### config.mk
export PLATFORM = sky130hd
export DESIGN_NAME = flb_fifo
export DESIGN_NICKNAME = d
export VERILOG_FILES = /design/src/flb_fifo.sv
export SDC_FILE = /design/constraint.sdc
export NUM_CORES = 1
export LEC_CHECK = 0
export BUFFER_PORTS_ARGS = -buffer_cell sky130_fd_sc_hd__buf_2
export CORE_UTILIZATION = 45
export DETAILED_ROUTE_END_ITERATION = 12
export PLACE_DENSITY = 0.7
export SLEW_MARGIN = 20
export SYNTH_ARGS = -nofsm -noshare
export SYNTH_HDL_FRONTEND = slang
export SYNTH_SLANG_ARGS = --single-unit
### constraint.sdc
create_clock -name clock -period 2.3 [get_ports clock]
set_input_delay 0.23 -clock clock [delete_from_list [all_inputs] [get_ports clock]]
set_output_delay 0.23 -clock clock [all_outputs]
set_load 0.1 [all_outputs]
### src/flb_fifo.sv
module flb_fifo #(
   parameter int WIDTH = 8
) (
   input  logic             clock,
   input  logic             reset,
   input  logic             push,
   output logic             full,
   input  logic [WIDTH-1:0] data_in,
   input  logic             pop,
   output logic             empty,
   output logic [WIDTH-1:0] data_out
);
   logic [WIDTH-1:0] slot_ff [2];
   logic [1:0] count_ff;
   logic [1:0] count_in;
   logic rd_ptr_ff, rd_ptr_in, wr_ptr_ff, wr_ptr_in;
   logic do_push, do_pop;

   assign full = (count_ff == 2'd2);
   assign empty = (count_ff == 2'd0);
   assign data_out = slot_ff[rd_ptr_ff];
   assign do_push = push && !full;
   assign do_pop = pop && !empty;

   always_comb begin
      count_in = count_ff;
      rd_ptr_in = rd_ptr_ff;
      wr_ptr_in = wr_ptr_ff;
      if (do_push) begin
         wr_ptr_in = !wr_ptr_ff;
      end
      if (do_pop) begin
         rd_ptr_in = !rd_ptr_ff;
      end
      if (do_push && !do_pop) count_in = count_ff + 2'd1;
      else if (do_pop && !do_push) count_in = count_ff - 2'd1;
   end

   always_ff @(posedge clock) begin
      if (reset) begin
         count_ff <= 2'd0;
         rd_ptr_ff <= 1'b0;
         wr_ptr_ff <= 1'b0;
      end else begin
         count_ff <= count_in;
         rd_ptr_ff <= rd_ptr_in;
         wr_ptr_ff <= wr_ptr_in;
      end
   end

   always_ff @(posedge clock) begin
      if (do_push) slot_ff[wr_ptr_ff] <= data_in;
   end
endmodule

==> Word level (Yosys, flattened, before mapping) <==
Memory sizes are Yosys's and may differ from the RTL's. A register that Yosys moved wholly into a read port is not among the register bits.
Cells that the tools add are included.
{ "op_classes": {"n_eq_ne": 1, "muxes": 6, "add_sub_neg": 2, "reduce_logical": 12} }
{ "ops": {"columns": ["op", "n"], "rows": [
  ["1-bit logical NOT", 6],
  ["1-bit logical AND", 4],
  ["1-bit 2-to-1 mux", 4],
  ["2-bit 2-to-1 mux", 2],
  ["2-bit by 1-bit adder with 2-bit output, second input constant", 1],
  ["2-bit equality test, second input constant", 1],
  ["2-bit logical NOT", 1],
  ["2-bit nonzero test", 1],
  ["2-bit by 1-bit subtractor with 2-bit output, second input constant", 1]
]} }
{ "word_totals": {"register_bits": 4, "elab_cells": 25, "out_inout_bits": 10, "in_bits": 12, "ram_bits": 16, "mem_count": 1} }
{ "mem_list": {"columns": ["name", "depth", "word_bits", "read_ports", "rd_ports_with_merged_regs", "write_ports", "line", "source"], "rows": [
  ["slot_ff", 2, 8, 1, 1, 1, "13", "logic [WIDTH-1:0] slot_ff [2];"]
]} }

==> Depth between registers and ports, before layout <==
Gate-level depths: netlist of run 1.
{ "depth": {"word_depth": 7, "mapped_depth": 6, "ltp_nobuf": 6} }

==> Worst setup path before layout of run 1 <==
No wires, ideal clock.
{ "synth_timing": {"path_kind": "register -> register", "startpoint": "register count_ff[1]", "endpoint": "register count_ff[1]", "slack_ps": 46, "stages_incl_launch_ff": 6, "t_arrival_ps": 2184, "path_buffers": 0, "period_less_slack_ps": 2254, "setup_time_ps": 70, "required_time_ps": 2230, "path_cell_list": "dfxtp_1 > nor2b_2 > nor2_1 > ha_1 > or3_1 > a21oi_1"} }
{ "synth_via": {"elab_chain_cells": 6, "elab_cells_between_ends": 15, "cone_classes": "add/sub (2); eq/ne (1); mux (2); reduce/logical (10)"} }
{ "synth_lines": {"columns": ["element", "line", "source"], "rows": [
  ["start: declaration", "14", "logic [1:0] count_ff;"],
  ["start signal: assignment", "45", "count_ff <= count_in;"],
  ["2-bit equality test (*)", "19", "assign full = (count_ff == 2'd2);"],
  ["via full", "7", "output logic full,"],
  ["1-bit logical NOT (*)", "22", "assign do_push = push && !full;"],
  ["1-bit logical AND (*)", "22", null],
  ["via do_push", "17", "logic do_push, do_pop;"],
  ["1-bit logical NOT", "36", "else if (do_pop && !do_push) count_in = count_ff - 2'd1;"],
  ["1-bit logical AND", "36", null],
  ["2-bit nonzero test (no line)", null, null]
]} }
The timed path passes the listed nets; every way through them passes the cells marked *. The select of a mux whose other input is x is not followed.
A chain may end at the register's enable or synchronous reset.

==> results of run 1 <==
registers in the layout (all words and copies together), names as in the netlist, named ones only:
signal and flops:
count_ff 2, wr_ptr_ff 1, rd_ptr_ff 1, slot_ff 16
cells in the mapped netlist (all sizes together):
| cell type | number | share of area, % |
|---|---|---|
| dfxtp | 5 | 13 |
| ha | 1 | 1.6 |
| o21ai | 3 | 1.9 |
| xor2 | 3 | 3.3 |
| or3 | 2 | 1.6 |
| nor2 | 5 | 2.4 |
| edfxtp | 16 | 61 |
| a21oi | 2 | 1.3 |
| inv | 2 | 0.95 |
| nor2b | 1 | 1.1 |
| and2 | 1 | 0.79 |
| buf | 1 | 0.63 |
| mux2 | 8 | 11 |
cell families after synthesis:
family	Yosys count	synth area share, %
xor gates and xnor gates	3	3.313
buffers and inverters	3	1.577
muxes	8	11.36
DFF	21	73.19
adders and majority gates	1	1.577
AOI/OAI and AO/OA	5	3.154
and+or+nand+nor	9	5.837
layer usage:
layer	up-vias	routed length (um)
li1	228	-
met5	-	0
met1	211	479
met2	13	593
met3	2	72
met4	0	9
final cells by class:
type,count,share of cell area (%)
Sequential cell,21,61.78
Multi-Input combinational cell,26,21.30
Timing Repair Buffer,21,11.19
Clock buffer,4,2.796
Tap cell,16,2.130
Inverter,2,0.7989
worst max-delay path by stage:
stage	start	end	slack, ns	depth (start not counted)
floorplan	count_ff[1]	count_ff[1]	0.05	5
global placement	count_ff[0]	count_ff[1]	0.81	4
detailed placement	count_ff[0]	count_ff[1]	0.67	4
CTS	flop	data_out[7]	0.55	2
global route	flop	data_out[0]	0.49	2
finish	flop	data_out[7]	0.57	2
layout by cell type, fill, tap and decap left out, types with 2 or more instances in the layout:
cell type,netlist,routed
dfxtp_1,5,5
edfxtp_1,16,16
nor2_1,5,5
clkbuf_4,0,3
or3_1,2,2
o21ai_0,3,3
inv_1,2,2
mux2_2,8,8
buf_2,1,21
xor2_1,3,3
a21oi_1,2,2
worst register-to-register path, delay by kind of cell (launching register included):
kind	cells	cell delay, ns
compound gates	2	0.50
flops	1	0.38
simple gates	1	0.37
fa+ha+maj	1	0.33
per-stage QoR:
stage	util [%]	std cells	hold slack (ns)	cell area, um2
after floorplan	-	50	0.2991	793.3
after global placement	57.94	86	0.4184	913.4
after detailed placement	57.94	86	0.4215	913.4
after CTS	59.60	90	0.1153	939.7
after global routing	59.60	90	0.09976	939.7
final	59.60	90	0.1221	939.7
==> results.yml, run 1 <==
run_status:
  outcome: "completed"
global_route:
  grt_max_degree: 12
  grt_pass1_wl_um: 1835
  grtUsageMet1_pct: 13.85
  gr-max-usage-layer: "met2"
  grt_pass1_vias: 453
  grt_util_met3_pct: 4.583
  grt_use_met2_pct: 25.07
  grtUsageTotal_pct: 13.82
  antenna_found_initial: 0
  grt_overflow: 0
drt:
  vias: 454
  ant_nets: 0
  routed_wl_um: 1155
  routed_via_density: 5.044
  wl_per_cell_um: 12.83
  drc: 0
  drt_iter0_drc: 9
  firstDrtPassIters: 5
sta:
  final.min_clock_period_ns: 1.733
  fin_crit_sh_pct: 75.37
  setup_viol: 0
  tightest_slew_ns: 0.4863
  rsz0062_at_grt: "no"
  fin_skew_ns: 0.001933
  setup_tns_ns: 0
  hold_viol: 0
  fmax_mhz: 576.9
  max-slew-margin-rel_pct: 67.81
  report.final.slew_viol_count: 0
  setup_slack_ns: 0.5665
cells_and_area:
  diodes: 0
  regArea_um2: 580.6
  fillers: 136
  multi_input_area_um2: 200.2
  final_layout_size_suffix_gt1_share_pct: 44.59
  final_nets: 88
  area_growth_pct: 18.45
clocking:
  insertion_delay_ns: 0.29
  htree_levels: 1
  cts.path.max_buffers: 2
  clkTransAtPathRegs_ns: 0.11
  post_cts_resized: 0
  cts_setup_buffers: 0
  root_buffer: "clkbuf_4"
  cts_tree: "built"
  cts-buffers-inserted: 3
  holdBufCountCts: 0
  cts_sinks: 21
floorplanning:
  fp.dieH_um: 43.99
  die-area_um2: 1935
  start_util_pct: 50.32
  die_x_um: 43.99
  fp.coreArea_um2: 1577
  fp-row-count: 14
  boundaryPins: 22
synthesis:
  synth-seq-area-share_pct: 73.19
  netlist_area_um2: 793.3
  syn-mean-instance-area_um2: 15.87
  yosysUniqueCellTypes: 13
  yosysWarnings: 0
  synth_fp_nets: 63
  ys_ff_latch: 21
  netlist_instances: 50
critical_path:
  r2r_end: "count_ff[1]"
  crit_type: "flop to output port"
  r2r-start: "count_ff[0]"
  crit_path_cell_trace: "mux2_2, buf_2"
  slowest_stage: "dfxtp_1"
  crit_family: "flip-flops"
  path_max_fanout: 8
  cp-end-kind: "output port"
  rr_worst_depth: 4
  max_stage_delay_ns: 0.55
  path_buf_inv: 1
  r2r_slack_ns: 0.65
  arrival_ns: 1.50
  start_kind: "flop"
  required_ns: 2.07
place:
  io_buffers: 21
  post-place-ws_ns: 0.6736
  gp_congestion: 0.6280
  hpwl_um: 845.5
min_path:
  hold_depth: 1
  min_from: "data_in[1]"
  worstHoldEndpoint: "slot_ff[1][1]"
  hold_path.class: "primary input to flop"
job:
  cap_violations: 0
Power of run 1 is not shown: default switching activity piles up to over one toggle a cycle in this logic, so the estimate is an artifact.
==> run 2: changes to the inputs <==
==> constraint.sdc (replaced) <==
create_clock -name clock -period 1.8 [get_ports clock]
set_input_delay 0.18 -clock clock [delete_from_list [all_inputs] [get_ports clock]]
set_output_delay 0.18 -clock clock [all_outputs]
set_load 0.1 [all_outputs]
==> run 2 against run 1 <==
Net effect:
- global-route usage is 0.90 points higher
- register-to-register slack worse by 0.36 ns
- critical path depth stayed put
- sequential share of layout area is 0.23 points lower
- worst setup slack worse by 0.45 ns
- non-clock buffer count stayed put
- final area is 0.80% higher
- largest cell class unchanged
- highest routed layer unchanged
==> results.yml, run 2 (synthesized netlist as in run 1, its figures left out) <==
run_status:
  outcome: "completed"
floorplanning:
  die_x_um: 43.99
  die-area_um2: 1935
  start_util_pct: 50.32
  boundaryPins: 22
  fp.dieH_um: 43.99
  fp-row-count: 14
  fp.coreArea_um2: 1577
place:
  io_buffers: 21
  gp_congestion: 0.7744
  post-place-ws_ns: 0.2971
clocking:
  cts_setup_buffers: 0
  cts_tree: "built"
  holdBufCountCts: 0
  cts.path.max_buffers: 2
  root_buffer: "clkbuf_4"
  post_cts_resized: 0
  clkTransAtPathRegs_ns: 0.10
  insertion_delay_ns: 0.29
  cts_sinks: 21
  htree_levels: 1
  cts-buffers-inserted: 3
critical_path:
  slowest_stage: "dfxtp_1"
  required_ns: 1.62
  crit_type: "flop to output port"
  crit_family: "flip-flops"
  cp-end-kind: "output port"
  start_kind: "flop"
  crit_path_cell_trace: "mux2_2, buf_2"
  max_stage_delay_ns: 0.54
  path_buf_inv: 1
  path_max_fanout: 8
  arrival_ns: 1.50
cells_and_area:
  regArea_um2: 583.1
  diodes: 0
  final_common_cell: "buf_2"
  final_nets: 88
  multi_input_area_um2: 205.2
  final_layout_size_suffix_gt1_share_pct: 47.30
  top_regs: "slot_ff x16, count_ff x2"
  fillers: 140
  final_core_utilization_pct: 60.08
  area_growth_pct: 19.40
  largest-register: "slot_ff"
  largest_register_ffs: 16
  final_cell_mix: "buf_2, edfxtp_1, mux2_2"
sta:
  setup_viol: 0
  tightest_slew_ns: 0.4864
  max-slew-margin-rel_pct: 67.80
  report.final.slew_viol_count: 0
  fin_crit_sh_pct: 93.54
  final.min_clock_period_ns: 1.684
  rsz0062_at_grt: "no"
  hold_viol: 0
  fmax_mhz: 594.0
  fin_skew_ns: 0.002253
  setup_slack_ns: 0.1164
global_route:
  grt_max_degree: 12
  grt_overflow: 0
  grtUsageTotal_pct: 14.72
  grt_pass1_wl_um: 1973
  antenna_found_initial: 0
  grt_pass1_vias: 484
drt:
  routed_wl_um: 1181
  vias: 466
  routed_via_density: 5.178
  drt_iter0_drc: 5
  firstDrtPassIters: 5
  wl_per_cell_um: 13.12
  drc: 0
  ant_nets: 0
min_path:
  hold_path.class: "primary input to flop"
job:
  cap_violations: 0
## run 2: cell count changes in the layout (fill, tap and decap cells not counted)
cell,delta
dfxtp_1,-2
nor2b_4,+1
dfxtp_2,+2
nor2b_2,-1
## run 2: layer usage
layer / track usage (%) / vias up / part of all wire (%)
li1: - / 232 / -
met1: 15.57 / 215 / 39
met2: 26.57 / 17 / 54
met3: 5.417 / 2 / 5.7
met4: 5.455 / 0 / 0.85
met5: 0 / - / 0
## run 2: cell type report
type / instances / area share, %
inverters: 2 / 0.7926
clock buffers: 4 / 2.774
multi-input cells: 26 / 21.66
well taps: 16 / 2.114
repair buffers: 21 / 11.10
flip-flops and latches: 21 / 61.56
## run 2: stage by stage
stage                TNS, ns  hold slack, ns  area [um2]  cells
finish                     0         0.07091       947.2     90
global route               0         0.04651       947.2     90
CTS                        0         0.05944       947.2     90
detailed placement         0          0.3710       920.9     86
global placement           0          0.3674       920.9     86
floorplan           -0.05054          0.2417       800.8     50
## run 2: final timing paths
check	from	to	slack, ns	cells after the start
worst max-delay path	flop	data_out[1]	0.12	2
worst min-delay path	data_in[7]	slot_ff[1][7]	0.07	1
worst max register to register	count_ff[0]	count_ff[1]	0.29	4
worst min register to register	wr_ptr_ff	wr_ptr_ff	0.51	2
Power of run 2 is left out for the same reason.
